--- config.mk ---
export PLATFORM = sky130hd
export DESIGN_NAME = charlieplex_matrix_controller_top
export DESIGN_NICKNAME = d
export VERILOG_FILES = /design/src/rtl/core/chmc_pkg.sv /design/src/rtl/core/chmc_front.sv /design/src/rtl/core/chmc_queue.sv /design/src/rtl/core/chmc_back.sv /design/src/rtl/core/charlieplex_matrix_controller_top.sv
export SDC_FILE = /design/constraint.sdc
export NUM_CORES = 1
export LEC_CHECK = 0
export ABC_AREA = 1
export BUFFER_PORTS_ARGS = -buffer_cell sky130_fd_sc_hd__buf_4
export CORE_MARGIN = 1.5
export CORE_UTILIZATION = 55
export CTS_CLUSTER_SIZE = 14
export DETAILED_ROUTE_END_ITERATION = 6
export PLACE_DENSITY = 0.72
export SETUP_SLACK_MARGIN = 0.1
export SYNTH_ARGS = -nofsm -noshare
export SYNTH_HDL_FRONTEND = slang
export SYNTH_HIERARCHICAL = 1
export SYNTH_SLANG_ARGS = --single-unit
--- constraint.sdc ---
create_clock -name clk -period 6.08 [get_ports clk]
set_clock_uncertainty 0.2 [all_clocks]
set_input_delay 0.304 -clock clk [delete_from_list [all_inputs] [get_ports clk]]
set_output_delay 0.304 -clock clk [all_outputs]
set_load 0.005 [all_outputs]
--- src/rtl/core/chmc_pkg.sv ---
// Shared types, constants and helpers for the charlieplexed matrix controller.
// Used by the front, queue, back and top-level modules; no dependencies.
package chmc_pkg;

  localparam int SIZE       = 10;
  localparam int LINES      = SIZE + 1;
  localparam int HALF_ROWS  = 20;
  localparam int HALF_WIDTH = 5;
  localparam int PINS       = 16;
  localparam int QDEPTH     = 2;

  localparam logic [7:0] CMD_REWIND = 8'h80;
  localparam logic [7:0] CMD_SWAP   = 8'h40;

  localparam logic IN_BYTE   = 1'b0;
  localparam logic IN_TICK   = 1'b1;
  localparam logic KIND_ECHO = 1'b0;
  localparam logic KIND_SCAN = 1'b1;

  // Pin of each scan line: driven low while that line is scanned, high for line SIZE.
  localparam logic [3:0] PIN_OF_LINE [LINES] = '{
    4'd0, 4'd1, 4'd2, 4'd3, 4'd4, 4'd10, 4'd11, 4'd12, 4'd13, 4'd14, 4'd15
  };

  typedef enum logic [1:0] {
    OP_REWIND,
    OP_SWAP,
    OP_WRITE,
    OP_SCAN
  } op_t;

  // One classified transaction as it travels from the front to the back.
  typedef struct packed {
    op_t        op;
    logic [7:0] data;
    logic [4:0] pos;
    logic [3:0] line;
  } cmd_t;

  // Spread the bits of a frame word onto the pins of their lines.
  function automatic logic [PINS-1:0] remap_pins(input logic [SIZE-1:0] word);
    logic [PINS-1:0] res;
    res = '0;
    for (int i = 0; i < SIZE; i++) begin
      res[PIN_OF_LINE[i]] = word[i];
    end
    return res;
  endfunction

endpackage

--- src/rtl/core/chmc_front.sv ---
// Front part: accepts input transactions, classifies them and tracks the
// write position and scan line. Depends on chmc_pkg.
module chmc_front import chmc_pkg::*; (
  input  logic       clk,
  input  logic       rst,
  input  logic       in_valid,
  output logic       in_ready,
  input  logic       op,
  input  logic [7:0] rx_byte,
  input  logic       q_space,
  output logic       push,
  output cmd_t       cmd
);

  logic [4:0] write_pos, write_pos_next, pos_eff;
  logic [3:0] scan_line, scan_line_next, line_eff;

  assign in_ready = q_space;
  assign push     = in_valid && q_space;

  always_comb begin
    pos_eff  = (write_pos < 5'(HALF_ROWS)) ? write_pos : '0;
    line_eff = (scan_line <= 4'(SIZE)) ? scan_line : '0;

    cmd.data = rx_byte;
    cmd.pos  = pos_eff;
    cmd.line = line_eff;
    write_pos_next = write_pos;
    scan_line_next = scan_line;

    if (op == IN_TICK) begin
      cmd.op = OP_SCAN;
      scan_line_next = (line_eff == 4'(SIZE)) ? '0 : line_eff + 4'd1;
    end else if (rx_byte == CMD_REWIND) begin
      cmd.op = OP_REWIND;
      write_pos_next = '0;
    end else if (rx_byte == CMD_SWAP) begin
      cmd.op = OP_SWAP;
    end else begin
      cmd.op = OP_WRITE;
      write_pos_next = (pos_eff == 5'(HALF_ROWS - 1)) ? '0 : pos_eff + 5'd1;
    end
  end

  always_ff @(posedge clk) begin
    if (rst) begin
      write_pos <= '0;
      scan_line <= '0;
    end else if (push) begin
      write_pos <= write_pos_next;
      scan_line <= scan_line_next;
    end
  end

endmodule

--- src/rtl/core/chmc_queue.sv ---
// Two-entry queue of classified transactions between front and back.
// Depends on chmc_pkg for the entry type and depth.
module chmc_queue import chmc_pkg::*; (
  input  logic clk,
  input  logic rst,
  input  logic push,
  input  cmd_t push_cmd,
  input  logic pop,
  output logic not_empty,
  output logic not_full,
  output cmd_t head
);

  cmd_t       entries [QDEPTH];
  logic       wr_ptr, rd_ptr;
  logic [1:0] count;

  assign not_empty = (count != 2'd0);
  assign not_full  = (count != 2'(QDEPTH));
  assign head      = entries[rd_ptr];

  always_ff @(posedge clk) begin
    if (push) begin
      entries[wr_ptr] <= push_cmd;
    end
  end

  always_ff @(posedge clk) begin
    if (rst) begin
      wr_ptr <= 1'b0;
      rd_ptr <= 1'b0;
      count  <= '0;
    end else begin
      if (push) wr_ptr <= ~wr_ptr;
      if (pop)  rd_ptr <= ~rd_ptr;
      case ({push, pop})
        2'b10:   count <= count + 2'd1;
        2'b01:   count <= count - 2'd1;
        default: count <= count;
      endcase
    end
  end

endmodule

--- src/rtl/core/chmc_back.sv ---
// Back part: holds both frames, carries out queued transactions and keeps
// the output register. Depends on chmc_pkg.
module chmc_back import chmc_pkg::*; (
  input  logic             clk,
  input  logic             rst,
  input  logic             q_valid,
  input  cmd_t             q_cmd,
  output logic             pop,
  output logic             out_valid,
  input  logic             out_ready,
  output logic             kind,
  output logic [7:0]       echo_byte,
  output logic [PINS-1:0]  dir_mask,
  output logic [PINS-1:0]  port_value
);

  logic [SIZE-1:0] frames [2][LINES];
  logic            front_is_b;
  logic            back_sel;
  logic [3:0]      row;
  logic [3:0]      cell_word [HALF_WIDTH];
  logic [SIZE-1:0] scan_word;
  logic [PINS-1:0] line_pin, scan_dir, scan_port;

  assign pop      = q_valid && (!out_valid || out_ready);
  assign back_sel = ~front_is_b;
  assign row      = q_cmd.pos[4:1];

  // Off-diagonal cells live in the word of their column; diagonal cells in the
  // extra word at the end.
  always_comb begin
    for (int i = 0; i < HALF_WIDTH; i++) begin
      logic [3:0] col;
      col = (q_cmd.pos[0] ? 4'(HALF_WIDTH) : 4'd0) + 4'(i);
      cell_word[i] = (col == row) ? 4'(SIZE) : col;
    end
  end

  always_comb begin
    scan_word = frames[front_is_b][q_cmd.line];
    line_pin  = PINS'(1) << PIN_OF_LINE[q_cmd.line];
    scan_dir  = remap_pins(scan_word) | line_pin;
    scan_port = (q_cmd.line == 4'(SIZE)) ? line_pin : (scan_dir & ~line_pin);
  end

  always_ff @(posedge clk) begin
    if (rst) begin
      front_is_b <= 1'b0;
      for (int f = 0; f < 2; f++) begin
        for (int w = 0; w < LINES; w++) begin
          frames[f][w] <= '0;
        end
      end
    end else if (pop) begin
      case (q_cmd.op)
        OP_SWAP: front_is_b <= ~front_is_b;
        OP_WRITE: begin
          for (int i = 0; i < HALF_WIDTH; i++) begin
            frames[back_sel][cell_word[i]][row] <= q_cmd.data[i];
          end
        end
        default: ;
      endcase
    end
  end

  always_ff @(posedge clk) begin
    if (rst) begin
      out_valid <= 1'b0;
    end else if (pop) begin
      out_valid <= 1'b1;
    end else if (out_ready) begin
      out_valid <= 1'b0;
    end
  end

  always_ff @(posedge clk) begin
    if (pop) begin
      if (q_cmd.op == OP_SCAN) begin
        kind       <= KIND_SCAN;
        echo_byte  <= '0;
        dir_mask   <= scan_dir;
        port_value <= scan_port;
      end else begin
        kind       <= KIND_ECHO;
        echo_byte  <= q_cmd.data;
        dir_mask   <= '0;
        port_value <= '0;
      end
    end
  end

endmodule

--- src/rtl/core/charlieplex_matrix_controller_top.sv ---
// Top level of the double-buffered charlieplexed LED matrix controller.
// Instantiates chmc_front, chmc_queue and chmc_back; depends on chmc_pkg.
//
//  Channel | Handshake            | Payload
//  --------+----------------------+-------------------------------------------
//  input   | in_valid / in_ready  | op, rx_byte
//  output  | out_valid / out_ready| kind, echo_byte, dir_mask, port_value
//
// Every transaction yields one result; one per cycle is sustained while out_ready is high.
// An accepted transaction is written into a queue entry, then moved from the
// queue into the output register of the back part once that register is free.
// Reset clears both frames, the buffer select, the write position and the scan line.
// A stalled output fills the two-entry queue, after which in_ready drops.
module charlieplex_matrix_controller_top import chmc_pkg::*; (
  input  logic        clk,
  input  logic        rst,
  input  logic        in_valid,
  output logic        in_ready,
  input  logic        op,
  input  logic [7:0]  rx_byte,
  output logic        out_valid,
  input  logic        out_ready,
  output logic        kind,
  output logic [7:0]  echo_byte,
  output logic [15:0] dir_mask,
  output logic [15:0] port_value
);

  logic push, pop, q_space, q_valid;
  cmd_t push_cmd, head_cmd;

  chmc_front u_front (
    .clk      (clk),
    .rst      (rst),
    .in_valid (in_valid),
    .in_ready (in_ready),
    .op       (op),
    .rx_byte  (rx_byte),
    .q_space  (q_space),
    .push     (push),
    .cmd      (push_cmd)
  );

  chmc_queue u_queue (
    .clk       (clk),
    .rst       (rst),
    .push      (push),
    .push_cmd  (push_cmd),
    .pop       (pop),
    .not_empty (q_valid),
    .not_full  (q_space),
    .head      (head_cmd)
  );

  chmc_back u_back (
    .clk        (clk),
    .rst        (rst),
    .q_valid    (q_valid),
    .q_cmd      (head_cmd),
    .pop        (pop),
    .out_valid  (out_valid),
    .out_ready  (out_ready),
    .kind       (kind),
    .echo_byte  (echo_byte),
    .dir_mask   (dir_mask),
    .port_value (port_value)
  );

endmodule

# Word level (Yosys, flattened, before mapping)
# Memory sizes are Yosys's and may differ from the RTL's. A register that Yosys moved wholly into a read port is not among the register bits.
# Index checks and enable logic that the tools add are counted.
word_totals:
  reg_bits: 56
  latchBits: 0
  mem_bits_rw: 258
  mem_bits_ro: 64
  n_memories: 3
classes:
  n_addsub: 8
  mul: 0
  div: 0
  n_lt_le_gt_ge: 15
  n_eq_ne: 17
  shifts: 1
  n_mux: 496
  bitwise: 453
  reduce_logical: 17
mem_list:
  columns: ["memory", "words", "word_bits", "read_ports", "rd_ports_with_merged_regs", "wr", "line", "rtl"]
  rows:
  - ["u_back.frames", 2, 110, 1, 1, 2, "chmc_back.sv:17", "logic [SIZE-1:0] frames [2][LINES];"]
  - ["(name not given)", 16, 4, 1, 0, 0, "chmc_back.sv:41", "line_pin = PINS'(1) << PIN_OF_LINE[q_cmd.line];"]
  - ["u_queue.entries", 2, 19, 1, 1, 1, "chmc_queue.sv:14", "cmd_t entries [QDEPTH];"]
ops:
  columns: ["op", "n"]
  rows:
  - ["two-way mux 110 bit", 7]
  - ["two-way mux 1 bit", 456]
  - ["bitwise OR 1 bit", 440]
  - ["demux 10 bit (select 4 bit)", 5]
  - ["OR reduction 110 bit", 1]
  - ["two-way mux 10 bit", 7]
  - ["binary-select mux 10 bit (select 4 bit)", 1]
  - ["two-way mux 4 bit", 9]
  - [">= comparator 5 bit (second input constant)", 6]
  - ["inverter 4 -> 5 bit", 6]
  - ["less-than comparator 5 x 1 -> 1 bit (second input constant)", 5]
  - ["== test 4 bit", 5]
  - ["two-way mux 5 bit", 4]
  - ["bitwise AND 16 bit", 1]
  - ["two-way mux 16 bit", 1]
  - ["inverter 16 bit", 1]
  - ["bitwise OR 15 x 16 -> 16 bit", 1]
  - ["left shift 1 x 4 -> 16 bit (first input constant)", 1]
  - ["adder 4 x 1 -> 4 bit (second input constant)", 2]
  - ["adder 4 x 2 -> 4 bit (second input constant)", 2]
  - ["== test 4 bit (second input constant)", 2]
  - ["== test 8 x 7 -> 1 bit (second input constant)", 1]
  - ["== test 8 bit (second input constant)", 1]
  - ["logical AND 1 bit", 8]
  - ["other kinds (23)", 34]

# Longest topological paths before layout
logic_depth:
  ltp_word: 16
  depth_mapped: 20
  mapped_depth_nobuf: 15

# By module
# Netlist, hierarchy kept.
modules_own_cells:
  columns: ["module", "instances", "cells_each", "area_per_inst_um2", "seq_area_each_um2"]
  rows:
  - ["chmc_back", 1, 1641, 14134.8, 7897.6]
  - ["chmc_queue", 1, 91, 1647.8, 1241.2]
  - ["chmc_front", 1, 120, 705.7, 180.2]

# Worst setup path before layout
# OpenSTA, ideal clock, no wires.
synth_path:
  path_kind: "reg-to-reg"
  start: "register u_queue.count[1]"
  end: "memory u_back/frames[0][18] in the netlist's numbering, enable pin"
  setup_ns: 0.294
  arrival_time_ns: 4.479
  t_required_ns: 5.586
  setup_slack_ns: 1.107
  stages_incl_launch_ff: 14
  synth_period_minus_slack_ns: 4.973
  path_cell_list: "dfxtp_1 > or2_2 > inv_1 > a21oi_1 > nand2_1 > nor2_2 > nor2_1 > nand4_1 > nor2_2 > nand2_2 > buf_6 > buf_12 > nand3_4 > nand2_1"
synth_rtl:
  columns: ["item", "line", "rtl"]
  rows:
  - ["start: declaration", "chmc_queue.sv:16", "logic [1:0] count;"]
  - ["start signal: assignment", "chmc_queue.sv:37", "2'b10: count <= count + 2'd1;"]
  - ["start signal: assignment", "chmc_queue.sv:38", "2'b01: count <= count - 2'd1;"]
  - ["start signal: assignment", "chmc_queue.sv:39", "default: count <= count;"]
  - ["end: declaration", "chmc_back.sv:17", null]

==> flow_results.org <==
** Timing
- Post-Route Setup TNS :: 0 ns
- Static timing analysis puts the maximum clock frequency at 223.9 MHz.
- Relative max-transition margin :: 0.2431
- Final setup violation count :: 0
- Setup repair after global routing left no endpoint under its margin.
- Final max-slew violation count :: 0
- Shortest clock period the worst path allows after layout :: about 4.5 ns
- Once routing completed, OpenROAD measured the worst setup slack at 1.614 ns.
- Dividing the final minimum period by the clock period gives 0.7346.
- Final hold violations :: 0
- At the pin with the least slew margin, the transition time is 1.128 ns.

** GRT
- Wire length of the first global-routing pass :: 67.11 mm
- Overall global routing resource usage :: 0.2809
- Number of antenna violations at the first check in global routing :: 1
- Entering global routing, the biggest net connects 88 pins.
- Number of global-route vias before repair :: ~13000
- Grt ovf :: 0

** Synth
- Count of cell types in the netlist :: 43
- For this run, the register share of the synthesized area comes to 0.5652.
- Synthesized area divided by synthesized cell count :: just under 9 µm²
- Flip-flop and latch count after synthesis :: around 320
- The Yosys step of the flow raised 6 warnings.
- Instance count of the mapped netlist :: ~1900
- Cell Area, Synth :: 16490 µm²

** Worst setup path
- Arrival time of data at the critical path endpoint :: between 4 and 5 ns
- Largest incremental delay on the critical path :: ~0.70 ns
- In this design, the critical path's most frequently occurring cell is sky130_fd_sc_hd__nand2_1.
- At the worst endpoint, the required time is 6.08 ns.
- The worst setup path is launched from a register.
- For this design, the slowest cell found on the critical path is sky130_fd_sc_hd__dfxtp_1.
- Type of the setup path with the least slack :: reg2reg
- Max FO, Critical Path :: 29
- Critical Path, Cell by Cell :: mux2_2, nor2_1, nand2_1, nor2_4, nand3_1, nor2_4, nor2_1, nand3_1, nor2_2, nand2_2, buf_4, nand2_1, nand2_1
- Category of the worst setup path capture point :: register

** Placement
- Pre-CTS setup slack :: approximately 1.7 ns
- Post-DP HPWL :: ~27 mm
- Gp weighted congestion :: about 0.99
- Port Buf Inserts :: 55

** Power
- Summed over all cells, the static leakage comes to 7.616 nW.
- VDD sags by at most 0.3697 mV.
- Cell Pwr Density :: roughly 400 nW/µm²

** Final layout
- Combined flip-flop and latch cell area :: approximately 9300 µm²
- Commonest non-fill, non-tap cell in the layout :: sky130_fd_sc_hd__nor2_1
- Counting the fill cells in the layout gives about 2500.
- Most frequent cells in the layout :: 470 x sky130_fd_sc_hd__nor2_1, 342 x sky130_fd_sc_hd__nand2_1, 299 x sky130_fd_sc_hd__edfxtp_1
- Number of nets in the final layout :: ~1900
- Area used by multi-input combinational logic :: roughly 6000 µm²
- Antenna Diode Count :: 0
- Area overhead of the layout relative to synthesis :: 9.918%
- In the final layout, the share of cells above drive strength 1 is 0.1112.

** Clock network
- Count of clock tree sinks :: 316
- Clock tree root driver cell :: sky130_fd_sc_hd__clkbuf_16
- Number of buffers added for setup after CTS :: 0
- Register clock-pin slew on the reported worst setup and hold paths :: about 0.06 ns
- H-tree lvl count :: 2
- Counting along the longest clock path gives a buffer depth of 3.
- In this run, CTS created clock tree buffers numbering 35.
- TritonCTS built the clock tree.
- The later pin in the worst-skew pair is clocked with a latency of 0.50 ns.

** Routing
- Number of remaining DRC errors :: 0
- Summed over all layers, the routed wires come to roughly 43 mm.
- The detailed router placed between 10000 and 15000 vias in this run.
- Using the TritonRoute via totals, the vias-per-cell ratio works out to slightly below 6.
- The count of nets left with antenna violations once routing finished came out at 0.
- TritonRoute pass-1 iters :: 6
- In this run, the number of DRC markers left after iteration 0 of detailed routing was roughly 1600.
- In the final routed layout, each cell accounts on average for around 19 µm.

** Floorplan
- Initial core utilization :: 0.5578
- From bottom edge to top edge, the die measures 176.1 µm.
- Num ports :: 56
- Placeable core region :: a little under 30000 µm²
- # rows :: 63
- Area of the die :: a little over 30000 µm²
- From left edge to right edge, the die measures roughly 180 µm.

** Job
- The tool flagged a number of max-cap violations equal to 0.

** Min path
- The tightest min-delay check is of the in2reg type.
- Worst hold start :: in_valid

** Outcome
- Run status :: completed
## metrics by stage
| step | cell area, µm² | hold WS (ns) | instances | utilization | total power [W] |
|---|---|---|---|---|---|
| after global placement | 16990 | 0.2673 | 2190 | 0.5747 | 0.005269 |
| after CTS | 18120 | 0.02372 | 2261 | 0.6131 | 0.007263 |
| after floorplan | 16560 | 0.1764 | 1871 | - | 0.004543 |
| final | 18120 | 0.03267 | 2261 | 0.6131 | 0.007277 |
| after global routing | 18120 | 0.08118 | 2261 | 0.6131 | 0.007622 |
| after detailed placement | 16990 | 0.2782 | 2190 | 0.5747 | 0.005320 |
## cell families after synthesis
family	after synthesis	synth area share
adders and majority gates	5	0.003794
other	1	0.0002274
DFF	316	0.5652
buffers and inverters	258	0.06655
AOI/OAI and AO/OA	306	0.09979
and+or+nand+nor	942	0.2465
xor gates and xnor gates	5	0.002656
muxes	19	0.01525
## worst max-delay path, delay by kind of cell (launching register included)
family,cells,cell delay (ns)
buffers and inverters,1,0.63
flip-flops,1,0.70
multiplexers,1,0.44
AND/OR/NAND/NOR,11,2.19
## layout make-up
type | instances | share of cell area
Multi-Input combinational cell | 1297 | 0.3401
Sequential cell | 316 | 0.5145
Timing Repair Buffer | 88 | 0.03852
Tap cell | 390 | 0.02692
Clock buffer | 44 | 0.05129
Inverter | 109 | 0.02278
Clock inverter | 17 | 0.005868
## synthesized netlist by cell type, drive strengths merged
master	instances	area, µm²
o21ai	226	1135
a21oi	21	108.9
nor2	488	1899
dfxtp	17	340.3
inv	105	394.1
xor2	2	17.52
or2	2	12.51
nand4	15	93.84
clkinv	4	15.01
conb	1	3.750
clkbuf	107	401.6
nor3	14	70.07
nand3b	6	107.6
o22ai	31	193.9
nand3	69	555.5
ha	5	62.56
a21o	1	7.510
o211ai	21	157.7
nand2	347	1320
xnor2	3	26.28
mux2	19	251.5
buf	42	286.5
nor4	1	6.260
o221ai	2	17.52
edfxtp	299	8979
a31oi	4	25.02
## metal layers
layer / routed length [µm] / share of wire / global-route usage / up-vias
met5: 13 / 0.00030 / 0 / -
met3: 4047 / 0.094 / 0.04802 / 131
met1: 16630 / 0.39 / 0.3624 / 6266
met2: 20650 / 0.48 / 0.4703 / 676
met4: 1668 / 0.039 / 0.1168 / 2
li1: - / - / - / 6133
## worst paths after layout
path	endpoint	slack, ns	depth (start not counted)
max	u_back/frames[1][99]	1.61	13
min	u_queue/wr_ptr	0.03	5
min reg2reg	u_front/scan_line[1]	0.29	2
max reg2reg	u_back/frames[1][99]	1.61	13
## power breakdown
part | internal [W] | switching [W]
clock | 0.00112 | 0.000828
sequential | 0.00295 | 0.000128
combinational | 0.000653 | 0.00160
total | 0.00473 | 0.00255
## state kept, by name (all words and copies together), names as in the netlist, named ones only
| signal | flops |
|---|---|
| u_back/out_valid | 1 |
| u_back/port_value | 16 |
| u_front/scan_line | 4 |
| u_back/dir_mask | 16 |
| u_front/write_pos | 5 |
| u_queue/entries | 38 |
| u_queue/wr_ptr | 1 |
| u_back/front_is_b | 1 |
| u_back/kind | 1 |
| u_queue/rd_ptr | 1 |
| u_queue/count | 2 |
| u_back/frames | 220 |
| u_back/echo_byte | 8 |
## timing repair
item	4_1_cts	5_1_grt
hold buffers	10	0
endpoints found under the hold margin	20	0
resized for setup	0	0
setup endpoints to repair	0	0
No activity file was read; power rests on OpenSTA's default activity.
